File: src/ppm_pkg.sv
// ppm_pkg: shared types, constants and tables of the polynomial phase mixer.
// No dependencies.
package ppm_pkg;

  localparam int unsigned SampleWidthDef = 16;
  localparam int unsigned PhaseBitsDef   = 32;
  localparam int unsigned IndexWidthDef  = 32;

  // phase arithmetic is modulo 2^224, held as a row of 32-bit limbs
  localparam int unsigned LimbW    = 32;
  localparam int unsigned NumLimbs = 7;
  localparam int unsigned MacW     = LimbW * NumLimbs;
  localparam int unsigned MacCntW  = $clog2(MacW + 1);

  localparam int unsigned CfgAddrW = 3;
  localparam int unsigned CfgDataW = 48;

  localparam logic [33:0] PiQ32 = 34'h3_243F_6A89;

  localparam logic [3:0] TrigLastSine = 4'd5;
  localparam logic [3:0] TrigLastStep = 4'd12;

  typedef enum logic [CfgAddrW-1:0] {
    CFG_START_TIME   = 3'd0,
    CFG_SAMPLE_PER   = 3'd1,
    CFG_SKY_FREQ     = 3'd2,
    CFG_COEFF_LIN    = 3'd3,
    CFG_COEFF_QUAD   = 3'd4,
    CFG_OFFSET_FREQ  = 3'd5
  } ppm_cfg_e;

  typedef enum logic [2:0] {
    OP_TIME  = 3'd0,
    OP_TSQ   = 3'd1,
    OP_TCUBE = 3'd2,
    OP_FA    = 3'd3,
    OP_PLIN  = 3'd4,
    OP_FQ    = 3'd5,
    OP_PQUAD = 3'd6,
    OP_POFS  = 3'd7
  } ppm_op_e;

  typedef enum logic [2:0] {
    ST_IDLE   = 3'd0,
    ST_LAUNCH = 3'd1,
    ST_WAIT   = 3'd2,
    ST_ROTATE = 3'd3,
    ST_TRIG   = 3'd4,
    ST_MULT   = 3'd5,
    ST_ROUND  = 3'd6
  } ppm_state_e;

  typedef enum logic [2:0] {
    TG_IDLE   = 3'd0,
    TG_THETA  = 3'd1,
    TG_SQUARE = 3'd2,
    TG_INIT   = 3'd3,
    TG_MUL    = 3'd4,
    TG_RECIP  = 3'd5,
    TG_FIX    = 3'd6,
    TG_DONE   = 3'd7
  } ppm_trig_state_e;

  typedef struct packed {
    logic load;
    logic step;
  } ppm_cell_ctrl_t;

  // series divisor (n-1)*n per step: sine steps first, then cosine
  function automatic logic [7:0] trig_div(input logic [3:0] k);
    logic [7:0] d;
    unique case (k)
      4'd0:    d = 8'd6;
      4'd1:    d = 8'd20;
      4'd2:    d = 8'd42;
      4'd3:    d = 8'd72;
      4'd4:    d = 8'd110;
      4'd5:    d = 8'd156;
      4'd6:    d = 8'd2;
      4'd7:    d = 8'd12;
      4'd8:    d = 8'd30;
      4'd9:    d = 8'd56;
      4'd10:   d = 8'd90;
      4'd11:   d = 8'd132;
      4'd12:   d = 8'd182;
      default: d = 8'd1;
    endcase
    return d;
  endfunction

  // floor(2^32 / divisor)
  function automatic logic [31:0] trig_recip(input logic [3:0] k);
    logic [31:0] m;
    unique case (k)
      4'd0:    m = 32'd715827882;
      4'd1:    m = 32'd214748364;
      4'd2:    m = 32'd102261126;
      4'd3:    m = 32'd59652323;
      4'd4:    m = 32'd39045157;
      4'd5:    m = 32'd27531841;
      4'd6:    m = 32'd2147483648;
      4'd7:    m = 32'd357913941;
      4'd8:    m = 32'd143165576;
      4'd9:    m = 32'd76695844;
      4'd10:   m = 32'd47721858;
      4'd11:   m = 32'd32537631;
      4'd12:   m = 32'd23598721;
      default: m = 32'd0;
    endcase
    return m;
  endfunction

endpackage

File: src/ppm_mac_cell.sv
// ppm_mac_cell: one 32-bit limb of the bit-serial multiply-accumulate row.
// Depends on ppm_pkg.
module ppm_mac_cell
  import ppm_pkg::*;
(
  input  logic             clk_i,
  input  ppm_cell_ctrl_t   ctrl_i,
  input  logic [LimbW-1:0] acc_init_i,
  input  logic [LimbW-1:0] x_init_i,
  input  logic             add_i,
  input  logic             carry_i,
  input  logic             x_shift_i,
  output logic             carry_o,
  output logic             x_msb_o,
  output logic [LimbW-1:0] acc_o
);

  logic [LimbW-1:0] acc_q, acc_d;
  logic [LimbW-1:0] x_q, x_d;
  logic [LimbW:0]   sum;

  assign sum     = {1'b0, acc_q} + {1'b0, (add_i ? x_q : '0)} + {{LimbW{1'b0}}, carry_i};
  assign carry_o = sum[LimbW];
  assign x_msb_o = x_q[LimbW-1];
  assign acc_o   = acc_q;

  always_comb begin
    acc_d = acc_q;
    x_d   = x_q;
    if (ctrl_i.load) begin
      acc_d = acc_init_i;
      x_d   = x_init_i;
    end else if (ctrl_i.step) begin
      acc_d = sum[LimbW-1:0];
      x_d   = {x_q[LimbW-2:0], x_shift_i};
    end
  end

  always_ff @(posedge clk_i) begin
    acc_q <= acc_d;
    x_q   <= x_d;
  end

endmodule

File: src/ppm_serial_mac.sv
// ppm_serial_mac: acc + x*y modulo 2^224, one bit of y per cycle.
// Row of ppm_mac_cell limbs; depends on ppm_pkg.
module ppm_serial_mac
  import ppm_pkg::*;
(
  input  logic               clk_i,
  input  logic               rst_ni,
  input  logic               start_i,
  input  logic [MacW-1:0]    acc_init_i,
  input  logic [MacW-1:0]    x_init_i,
  input  logic [MacW-1:0]    y_init_i,
  input  logic [MacCntW-1:0] n_iter_i,
  output logic               done_o,
  output logic [MacW-1:0]    result_o
);

  logic               busy_q;
  logic [MacCntW-1:0] cnt_q;
  logic [MacW-1:0]    y_q;
  ppm_cell_ctrl_t     ctrl;
  logic [NumLimbs:0]  carry;
  logic [NumLimbs:0]  xbit;

  assign ctrl.load = start_i;
  assign ctrl.step = busy_q && (cnt_q != '0);
  assign done_o    = busy_q && (cnt_q == '0);
  assign carry[0]  = 1'b0;
  assign xbit[0]   = 1'b0;

  for (genvar g = 0; g < NumLimbs; g++) begin : g_cell
    ppm_mac_cell u_cell (
      .clk_i      (clk_i),
      .ctrl_i     (ctrl),
      .acc_init_i (acc_init_i[g*LimbW +: LimbW]),
      .x_init_i   (x_init_i[g*LimbW +: LimbW]),
      .add_i      (y_q[0]),
      .carry_i    (carry[g]),
      .x_shift_i  (xbit[g]),
      .carry_o    (carry[g+1]),
      .x_msb_o    (xbit[g+1]),
      .acc_o      (result_o[g*LimbW +: LimbW])
    );
  end

  always_ff @(posedge clk_i or negedge rst_ni) begin
    if (!rst_ni) begin
      busy_q <= 1'b0;
      cnt_q  <= '0;
    end else if (start_i) begin
      busy_q <= 1'b1;
      cnt_q  <= n_iter_i;
    end else if (ctrl.step) begin
      cnt_q  <= cnt_q - 1'b1;
    end else if (done_o) begin
      busy_q <= 1'b0;
    end
  end

  always_ff @(posedge clk_i) begin
    if (start_i) begin
      y_q <= y_init_i;
    end else if (ctrl.step) begin
      y_q <= {1'b0, y_q[MacW-1:1]};
    end
  end

endmodule

File: config.mk
export PLATFORM = sky130hd
export DESIGN_NAME = ppm_serial_mac
export DESIGN_NICKNAME = d
export VERILOG_FILES = /design/src/ppm_pkg.sv /design/src/ppm_mac_cell.sv /design/src/ppm_serial_mac.sv
export SDC_FILE = /design/constraint.sdc
export NUM_CORES = 1
export LEC_CHECK = 0
export BUFFER_PORTS_ARGS = -buffer_cell sky130_fd_sc_hd__buf_2
export CAP_MARGIN = 0
export CORE_ASPECT_RATIO = 0.9
export CORE_MARGIN = 2
export CORE_UTILIZATION = 23
export DETAILED_ROUTE_END_ITERATION = 7
export RECOVER_POWER = 100
export SLEW_MARGIN = 20
export SYNTH_ARGS = -nofsm -noshare
export SYNTH_HDL_FRONTEND = slang
export SYNTH_SLANG_ARGS = --single-unit
export TNS_END_PERCENT = 1
File: constraint.sdc
create_clock -name clk_i -period 18.6 [get_ports clk_i]
set_clock_uncertainty 0.05 [all_clocks]
set_input_delay 0.93 -clock clk_i [delete_from_list [all_inputs] [get_ports clk_i]]
set_output_delay 0.93 -clock clk_i [all_outputs]
set_load 0.05 [all_outputs]
==> results of run 1 <==
## registers in the layout (all words and copies together), names as in the netlist
register,flops
cnt_q,8
busy_q,1
y_q,224
g_cell.u_cell.x_q,224
g_cell.u_cell.acc_o,224
## worst max path at each step
stage	to	slack, ns	cells after the start
after floorplan	g_cell[0].u_cell.acc_o[0]	1.18	5
after global placement	g_cell[6].u_cell.acc_o[22]	0.45	71
after detailed placement	g_cell[6].u_cell.acc_o[22]	0.15	71
after CTS	g_cell[6].u_cell.acc_o[22]	0.03	71
after global routing	g_cell[6].u_cell.acc_o[16]	-0.04	72
final	g_cell[6].u_cell.acc_o[16]	1.27	72
## area by class of cell
| class | count | area share [%] |
|---|---|---|
| Clock inverter | 62 | 1.32 |
| Timing Repair Buffer | 938 | 8.69 |
| Clock buffer | 95 | 4.27 |
| Tap cell | 2400 | 5.81 |
| Antenna cell | 29 | 0.140 |
| Sequential cell | 681 | 39.5 |
| Multi-Input combinational cell | 2758 | 39.7 |
| Inverter | 79 | 0.576 |
## layer usage
layer | track usage (%) | vias up
met2 | 28.0 | 1038
met1 | 17.6 | 16100
met5 | 0 | -
li1 | - | 15700
met4 | 6.19 | 80
met3 | 4.62 | 330
## Yosys cell counts, types with 25 or more instances
library cell | n | area share [%]
sky130_fd_sc_hd__mux2_2 | 457 | 12
sky130_fd_sc_hd__a211oi_1 | 36 | 0.65
sky130_fd_sc_hd__a31oi_1 | 26 | 0.39
sky130_fd_sc_hd__and2_1 | 227 | 3.4
sky130_fd_sc_hd__nand2_1 | 350 | 3.1
sky130_fd_sc_hd__edfxtp_1 | 672 | 48
sky130_fd_sc_hd__nor2_1 | 147 | 1.3
sky130_fd_sc_hd__nand4_1 | 35 | 0.52
sky130_fd_sc_hd__a21o_1 | 109 | 2.0
sky130_fd_sc_hd__xor2_1 | 75 | 1.6
sky130_fd_sc_hd__nor3_1 | 51 | 0.61
sky130_fd_sc_hd__o31ai_1 | 27 | 0.48
sky130_fd_sc_hd__a21oi_1 | 187 | 2.2
sky130_fd_sc_hd__inv_1 | 78 | 0.70
sky130_fd_sc_hd__xnor2_1 | 79 | 1.7
sky130_fd_sc_hd__clkbuf_1 | 164 | 1.5
sky130_fd_sc_hd__o21ai_0 | 258 | 3.1
sky130_fd_sc_hd__o21a_1 | 36 | 0.65
sky130_fd_sc_hd__nand3_1 | 56 | 0.67
sky130_fd_sc_hd__o21bai_1 | 25 | 0.45
sky130_fd_sc_hd__nor2b_1 | 27 | 0.40
sky130_fd_sc_hd__ha_1 | 219 | 6.6
## repair_timing
| action | 4_1_cts | 5_1_grt |
|---|---|---|
| endpoints found under the hold margin | 9 | 0 |
| setup buffers | 0 | 4 |
| resized for setup | 0 | 15 |
| setup endpoints to repair | 0 | 27 |
| hold buffers | 1 | 0 |
## worst reg2reg max path: cells and delay by family, from the launching register on
| family | cells | cell delay, ns |
|---|---|---|
| buf+inv | 3 | 0.54 |
| xor+xnor | 1 | 0.16 |
| compound gates | 40 | 7.51 |
| fa+ha+maj | 13 | 5.89 |
| flops | 1 | 0.43 |
| simple gates | 15 | 2.47 |
## power by group
group / leakage [nW] / internal [W] / switching (W)
logic: 12.2 / 0.00101 / 0.00211
registers: 7.27 / 0.00210 / 0.000214
clock network: 1.39 / 0.000994 / 0.000746
total: 20.9 / 0.00410 / 0.00307
## per-stage QoR
step / cell area, µm² / hold slack [ns] / setup TNS [ns] / util, %
final: 51700 / 0.368 / 0 / 28.6
after global routing: 51600 / 0.320 / -0.0374 / 28.6
after detailed placement: 48900 / 0.484 / 0 / 27.1
after CTS: 51800 / 0.276 / 0 / 28.7
after global placement: 48900 / 0.477 / 0 / 27.1
after floorplan: 41800 / 0.475 / 0 / -
## logic make-up (layout without fill, tap and decap cells)
family	Yosys count	after routing
simple gates	1015	1015
compound gates	894	894
flops	681	681
mux	463	463
buf+inv	256	1174
fa+ha+maj	232	232
xor+xnor	154	154
other cells	0	29
==> impl_metrics.xml, run 1 <==
<?xml version="1.0" encoding="UTF-8"?>
<metrics>
  <group name="critical_path">
    <metric name="reg2reg_to" unit="">g_cell[6].u_cell.acc_o[16]</metric>
    <metric name="most_common_cell_on_crit_path" unit="">sky130_fd_sc_hd__fa_1</metric>
    <metric name="reg2reg_setup_slack" unit="ns">1.27</metric>
    <metric name="critPathSlowestCell" unit="">sky130_fd_sc_hd__fa_1</metric>
    <metric name="critical_path.top_delay_family" unit="">compound AO/OA/AOI/OAI gates</metric>
    <metric name="r2r_cells" unit="">72</metric>
    <metric name="end_kind" unit="">register</metric>
    <metric name="timing.rr.start" unit="">y_q[0]</metric>
    <metric name="critical_path.startpoint" unit="">y_q[0]</metric>
    <metric name="critical_path.startpoint_type" unit="">register</metric>
    <metric name="timing.critical_path.required" unit="ns">18.99</metric>
    <metric name="cp_max_fo" unit="">55</metric>
    <metric name="critPathArrivalTime" unit="ns">17.72</metric>
    <metric name="crit_buf_inv" unit="">3</metric>
    <metric name="worst_path_largest_cell_delay" unit="ns">0.47</metric>
    <metric name="kind_of_critical_path" unit="">reg -&gt; reg</metric>
  </group>
  <group name="synthesis">
    <metric name="netlist_area" unit="µm²">41800</metric>
    <metric name="yosys_warnings" unit="">0</metric>
    <metric name="synth_compound_area_share" unit="%">13.9</metric>
    <metric name="edff_count_synth" unit="">672</metric>
    <metric name="post_synth_fa_ha_maj_area_fraction" unit="%">7.18</metric>
    <metric name="postSynth.asyncResetShare" unit="%">1.32</metric>
    <metric name="synth_top_family_by_area" unit="">compound AO/OA/AOI/OAI gates</metric>
    <metric name="dominantRegCellSynth" unit="">sky130_fd_sc_hd__edfxtp_1</metric>
    <metric name="yosys.cell_types.count" unit="">92</metric>
    <metric name="synthSimpleGateAreaFrac" unit="%">12.1</metric>
    <metric name="synth_xor_area_share" unit="%">3.23</metric>
    <metric name="synthMuxAreaShare" unit="%">12.5</metric>
    <metric name="synth.net_count" unit="">4610</metric>
    <metric name="ys_seq_area_share" unit="%">48.8</metric>
    <metric name="synth_area_per_cell" unit="µm²">11.3</metric>
    <metric name="synth_register_bits" unit="">681</metric>
    <metric name="netlist_instances" unit="">3695</metric>
  </group>
  <group name="die">
    <metric name="core_region_area" unit="µm²">181000</metric>
    <metric name="chipWidth" unit="µm">453</metric>
    <metric name="die_y" unit="µm">408</metric>
    <metric name="die_area" unit="µm²">185000</metric>
    <metric name="initial_utilization" unit="%">23.1</metric>
    <metric name="io-pin-count" unit="">908</metric>
    <metric name="rows" unit="">148</metric>
  </group>
  <group name="routing">
    <metric name="vias" unit="">33200</metric>
    <metric name="remaining_drc_errors" unit="">0</metric>
    <metric name="drt_pre_antenna_iters" unit="">5</metric>
    <metric name="dr_wl_met2" unit="µm">76600</metric>
    <metric name="count_of_routing_violations_after_the_opening_detailed_route_iteration" unit="">2267</metric>
    <metric name="routed_wire_length_per_instance" unit="µm">21.6</metric>
    <metric name="wl" unit="µm">152000</metric>
    <metric name="highest-signal-layer" unit="">met5</metric>
    <metric name="drtAntennaViolNets" unit="">0</metric>
    <metric name="drt-vias-per-instance" unit="">4.72</metric>
    <metric name="m1WireLength" unit="µm">58300</metric>
    <metric name="routed-wl-met3" unit="µm">10200</metric>
  </group>
  <group name="final_layout">
    <metric name="regArea" unit="µm²">20400</metric>
    <metric name="layout.cells.most_common_list" unit="">680 x sky130_fd_sc_hd__buf_2, 672 x sky130_fd_sc_hd__edfxtp_1, 436 x sky130_fd_sc_hd__mux2_2, 350 x sky130_fd_sc_hd__nand2_1, 259 x sky130_fd_sc_hd__o21ai_0</metric>
    <metric name="layout_commonest_cell" unit="">sky130_fd_sc_hd__buf_2</metric>
    <metric name="area_growth_syn_to_layout" unit="%">23.6</metric>
    <metric name="instances_no_fill" unit="">7042</metric>
    <metric name="total_area_of_multi_input_combinational_cells" unit="µm²">20500</metric>
    <metric name="design.final.nets" unit="">5459</metric>
    <metric name="final.fill_count" unit="">19000</metric>
    <metric name="final_layout_size_suffix_gt1_share" unit="%">28.6</metric>
  </group>
  <group name="cts">
    <metric name="clk_latency" unit="ns">0.75</metric>
    <metric name="htree_num_levels" unit="">3</metric>
    <metric name="cts_num_sinks" unit="">681</metric>
    <metric name="tritoncts" unit="">done</metric>
    <metric name="ctsLongestPathBuffers" unit="">3</metric>
    <metric name="clk_pin_slew" unit="ns">0.07</metric>
    <metric name="cts_buffers" unit="">86</metric>
    <metric name="clock_tree.root_cell" unit="">sky130_fd_sc_hd__clkbuf_16</metric>
  </group>
  <group name="global_route">
    <metric name="groute.usage.overall" unit="%">15.8</metric>
    <metric name="antenna_found_initial" unit="">85</metric>
    <metric name="grt_overflow_total" unit="">0</metric>
    <metric name="grt_start_max_net_pins" unit="">222</metric>
    <metric name="global_route_wire_length_before_repair" unit="µm">219000</metric>
    <metric name="grt_pass1_vias" unit="">33200</metric>
  </group>
  <group name="sta">
    <metric name="finalHoldViolations" unit="">0</metric>
    <metric name="max_slew.worst_pin.slew" unit="ns">4.56</metric>
    <metric name="fmaxAchievable" unit="GHz">0.0577</metric>
    <metric name="slew_headroom" unit="%">-204</metric>
    <metric name="final_count_of_negative_setup_slack_endpoints" unit="">0</metric>
    <metric name="final.period_utilization" unit="%">93.2</metric>
    <metric name="drv_slew" unit="">1084</metric>
    <metric name="fin_crit" unit="ns">17.33</metric>
    <metric name="finalWorstSetupSlack" unit="ns">1.27</metric>
  </group>
  <group name="pwr">
    <metric name="power.total" unit="W">0.00718</metric>
    <metric name="power.density_cell_area" unit="nW/µm²">139</metric>
    <metric name="vdd_ir_drop_max" unit="mV">0.0743</metric>
    <metric name="power.leakage" unit="nW">20.9</metric>
  </group>
  <group name="outcome">
    <metric name="failing_checks" unit="">max-capacitance violations, max-slew violations</metric>
    <metric name="run_status" unit="">finished, violations left</metric>
  </group>
  <group name="placement">
    <metric name="numPlacedInstances" unit="">6851</metric>
    <metric name="post-dp-hpwl" unit="µm">118000</metric>
    <metric name="globalplace.congestion" unit="">0.915</metric>
    <metric name="io_buffer_count" unit="">907</metric>
    <metric name="placement.setup.worst_slack" unit="ns">0.155</metric>
  </group>
  <group name="min_path">
    <metric name="holdPathStages" unit="">3</metric>
    <metric name="min_path_type" unit="">in -&gt; reg</metric>
    <metric name="timing.hold.worst.start" unit="">n_iter_i[3]</metric>
    <metric name="whs_endpoint" unit="">cnt_q[3]</metric>
  </group>
  <group name="flow_run">
    <metric name="timing.max_cap.violations" unit="">17</metric>
  </group>
</metrics>
No activity file was read; power rests on OpenSTA's default activity.
==> inputs of run 2 (changes only) <==
--- a/config.mk
+++ b/config.mk
@@ -9,6 +9,5 @@
 export CAP_MARGIN = 0
-export CORE_ASPECT_RATIO = 0.9
-export CORE_MARGIN = 2
-export CORE_UTILIZATION = 23
+export CORE_AREA = 2 2 357 359
 export DETAILED_ROUTE_END_ITERATION = 7
+export DIE_AREA = 0 0 359 361
 export RECOVER_POWER = 100
==> constraint.sdc (replaced) <==
create_clock -name clk_i -period 18.6 [get_ports clk_i]
set_clock_uncertainty 0.05 [all_clocks]
set_input_delay 3.72 -clock clk_i [delete_from_list [all_inputs] [get_ports clk_i]]
set_output_delay 3.72 -clock clk_i [all_outputs]
set_load 0.05 [all_outputs]
==> run 2 against run 1 <==
The flow still finishes with violations (max-capacitance violations, max-slew violations); cell count fell by 11%; global-route usage rose by 4.4 points; first-iteration DRC count up 11%; maximum frequency is 0.28% lower; sequential share of layout area is 0.91 points higher; register-to-register slack worse by 0.04 ns; flip-flop and latch count is the same; non-clock buffer count fell by 8; critical endpoint is now g_cell[2].u_cell.x_q[30]; largest cell class unchanged.
==> impl_metrics.xml, run 2 (same netlist as run 1, synthesis figures left out) <==
<?xml version="1.0" encoding="UTF-8"?>
<metrics>
  <group name="outcome">
    <metric name="run_status" unit="">finished, violations left</metric>
    <metric name="failing_checks" unit="">max-capacitance violations, max-slew violations</metric>
  </group>
  <group name="final_layout">
    <metric name="final.fill_count" unit="">12300</metric>
    <metric name="final_core_util" unit="%">40.3</metric>
    <metric name="instances_no_fill" unit="">6279</metric>
    <metric name="layout.cells.most_common_list" unit="">680 x sky130_fd_sc_hd__buf_2, 672 x sky130_fd_sc_hd__edfxtp_1, 433 x sky130_fd_sc_hd__mux2_2, 349 x sky130_fd_sc_hd__nand2_1, 261 x sky130_fd_sc_hd__o21ai_0</metric>
    <metric name="final_layout_size_suffix_gt1_share" unit="%">28.1</metric>
    <metric name="design.final.nets" unit="">5449</metric>
    <metric name="area_growth_syn_to_layout" unit="%">20.8</metric>
    <metric name="final_cell_area" unit="µm²">50500</metric>
    <metric name="layout_commonest_cell" unit="">sky130_fd_sc_hd__buf_2</metric>
  </group>
  <group name="die">
    <metric name="die_area" unit="µm²">130000</metric>
    <metric name="initial_utilization" unit="%">33.3</metric>
    <metric name="io-pin-count" unit="">908</metric>
    <metric name="rows" unit="">130</metric>
    <metric name="core_region_area" unit="µm²">125000</metric>
    <metric name="die_y" unit="µm">361</metric>
    <metric name="chipWidth" unit="µm">359</metric>
  </group>
  <group name="pwr">
    <metric name="power.density_cell_area" unit="nW/µm²">140</metric>
    <metric name="vdd_ir_drop_max" unit="mV">0.117</metric>
    <metric name="power.leakage" unit="nW">20.8</metric>
  </group>
  <group name="placement">
    <metric name="post-dp-hpwl" unit="µm">104000</metric>
    <metric name="placed_cell_area" unit="µm²">48000</metric>
    <metric name="numPlacedInstances" unit="">6096</metric>
    <metric name="globalplace.congestion" unit="">0.920</metric>
    <metric name="placement.setup.worst_slack" unit="ns">0.886</metric>
    <metric name="io_buffer_count" unit="">907</metric>
  </group>
  <group name="critical_path">
    <metric name="r2r_cells" unit="">71</metric>
    <metric name="timing.rr.start" unit="">y_q[0]</metric>
    <metric name="critPathArrivalTime" unit="ns">17.62</metric>
    <metric name="cp_max_fo" unit="">171</metric>
    <metric name="timing.critical_path.required" unit="ns">18.84</metric>
    <metric name="kind_of_critical_path" unit="">in -&gt; reg</metric>
    <metric name="critical_path.startpoint" unit="">start_i</metric>
    <metric name="reg2reg_setup_slack" unit="ns">1.23</metric>
    <metric name="worst_setup_path_endpoint" unit="">g_cell[2].u_cell.x_q[30]</metric>
    <metric name="critical_path.startpoint_type" unit="">input pin</metric>
    <metric name="end_kind" unit="">register</metric>
    <metric name="reg2reg_to" unit="">g_cell[6].u_cell.acc_o[28]</metric>
  </group>
  <group name="sta">
    <metric name="drv_slew" unit="">1208</metric>
    <metric name="fmaxAchievable" unit="GHz">0.0575</metric>
    <metric name="setup_tns" unit="ns">0</metric>
    <metric name="finalWorstSetupSlack" unit="ns">1.22</metric>
    <metric name="finalHoldViolations" unit="">0</metric>
    <metric name="final.period_utilization" unit="%">93.4</metric>
    <metric name="max_slew.worst_pin.slew" unit="ns">5.80</metric>
    <metric name="slew_headroom" unit="%">-287</metric>
    <metric name="final_count_of_negative_setup_slack_endpoints" unit="">0</metric>
    <metric name="fin_crit" unit="ns">17.38</metric>
  </group>
  <group name="routing">
    <metric name="remaining_drc_errors" unit="">0</metric>
    <metric name="drt-vias-per-instance" unit="">5.27</metric>
    <metric name="drtAntennaViolNets" unit="">0</metric>
    <metric name="count_of_routing_violations_after_the_opening_detailed_route_iteration" unit="">2519</metric>
    <metric name="routed_wire_length_per_instance" unit="µm">21.7</metric>
    <metric name="vias" unit="">33100</metric>
    <metric name="drt_pre_antenna_iters" unit="">6</metric>
    <metric name="wl" unit="µm">136000</metric>
  </group>
  <group name="cts">
    <metric name="cts_hold_repair.buffers" unit="">0</metric>
    <metric name="clk_latency" unit="ns">0.70</metric>
    <metric name="clock_tree.root_cell" unit="">sky130_fd_sc_hd__clkbuf_16</metric>
    <metric name="cts_buffers" unit="">84</metric>
    <metric name="clk_pin_slew" unit="ns">0.06</metric>
    <metric name="htree_num_levels" unit="">3</metric>
    <metric name="ctsLongestPathBuffers" unit="">3</metric>
    <metric name="tritoncts" unit="">done</metric>
    <metric name="cts_num_sinks" unit="">681</metric>
  </group>
  <group name="global_route">
    <metric name="antenna_found_initial" unit="">66</metric>
    <metric name="groute.usage.overall" unit="%">20.2</metric>
    <metric name="grt_start_max_net_pins" unit="">172</metric>
    <metric name="global_route_wire_length_before_repair" unit="µm">201000</metric>
    <metric name="grt_pass1_vias" unit="">32800</metric>
    <metric name="grt_overflow_total" unit="">0</metric>
  </group>
  <group name="flow_run">
    <metric name="timing.max_cap.violations" unit="">14</metric>
  </group>
  <group name="min_path">
    <metric name="min_path_type" unit="">reg -&gt; reg</metric>
  </group>
</metrics>
==> run 2: changes by cell type in the layout (fill, tap and decap cells not counted), moves of 3 or more <==
cell	previous run	this run
sky130_fd_sc_hd__clkbuf_8	0	3
sky130_fd_sc_hd__clkbuf_1	247	251
sky130_fd_sc_hd__buf_12	4	0
sky130_fd_sc_hd__buf_4	12	9
sky130_fd_sc_hd__mux2_2	436	433
sky130_fd_sc_hd__clkinvlp_4	9	5
sky130_fd_sc_hd__diode_2	29	26
sky130_fd_sc_hd__mux2_1	21	24
==> run 2: through the flow <==
step / hold slack (ns) / power [W]
after floorplan: 0.475 / 0.00458
after global placement: 0.478 / 0.00541
after detailed placement: 0.483 / 0.00543
after CTS: 0.491 / 0.00713
after global routing: 0.509 / 0.00744
final: 0.493 / 0.00706
==> run 2: critical path: stages <==
cell and delay, ns:
sky130_fd_sc_hd__clkbuf_1 3.91, sky130_fd_sc_hd__clkinvlp_2 3.90, sky130_fd_sc_hd__nand2_8 1.39, sky130_fd_sc_hd__clkbuf_2 3.21
sky130_fd_sc_hd__buf_8 0.88
==> run 2: how the worst min path moves through the flow <==
stage	startpoint	endpoint	slack [ns]	cells past startpoint
6_report	y_q[63]	y_q[62]	0.49	1
3_5_place_dp	y_q[170]	y_q[169]	0.48	1
5_1_grt	y_q[134]	y_q[133]	0.51	1
3_3_place_gp	y_q[103]	y_q[102]	0.48	1
2_1_floorplan	y_q[1]	y_q[0]	0.47	1
4_1_cts	y_q[63]	y_q[62]	0.49	1
==> run 2: per-layer routing <==
layer / up-vias / global-route usage [%] / share of wire, %
met5: - / 0 / 0.28
met3: 244 / 7.49 / 9.2
met1: 16000 / 23.9 / 40
met4: 60 / 5.48 / 2.3
met2: 1100 / 34.2 / 48
li1: 15700 / - / -
==> run 2: area by class of cell <==
cell class | instances | area, µm² | area share, %
diodes | 26 | 65.1 | 0.129
clock buffers | 102 | 2220 | 4.40
clock inverters | 53 | 568 | 1.12
inverters | 79 | 298 | 0.590
multi-input cells | 2758 | 20500 | 40.5
flip-flops and latches | 681 | 20400 | 40.4
well taps | 1650 | 2060 | 4.09
repair buffers | 930 | 4400 | 8.72
==> run 2: repair_timing <==
item                                    4_1_cts  5_1_grt
gates resized for setup                       0        7
buffers inserted                              0        2
endpoints found under the setup margin        0       13
==> run 2: power breakdown <==
part	internal, W	switching [W]
clock	0.000961	0.000712
combinational	0.00101	0.00207
sequential	0.00210	0.000213
total	0.00407	0.00299
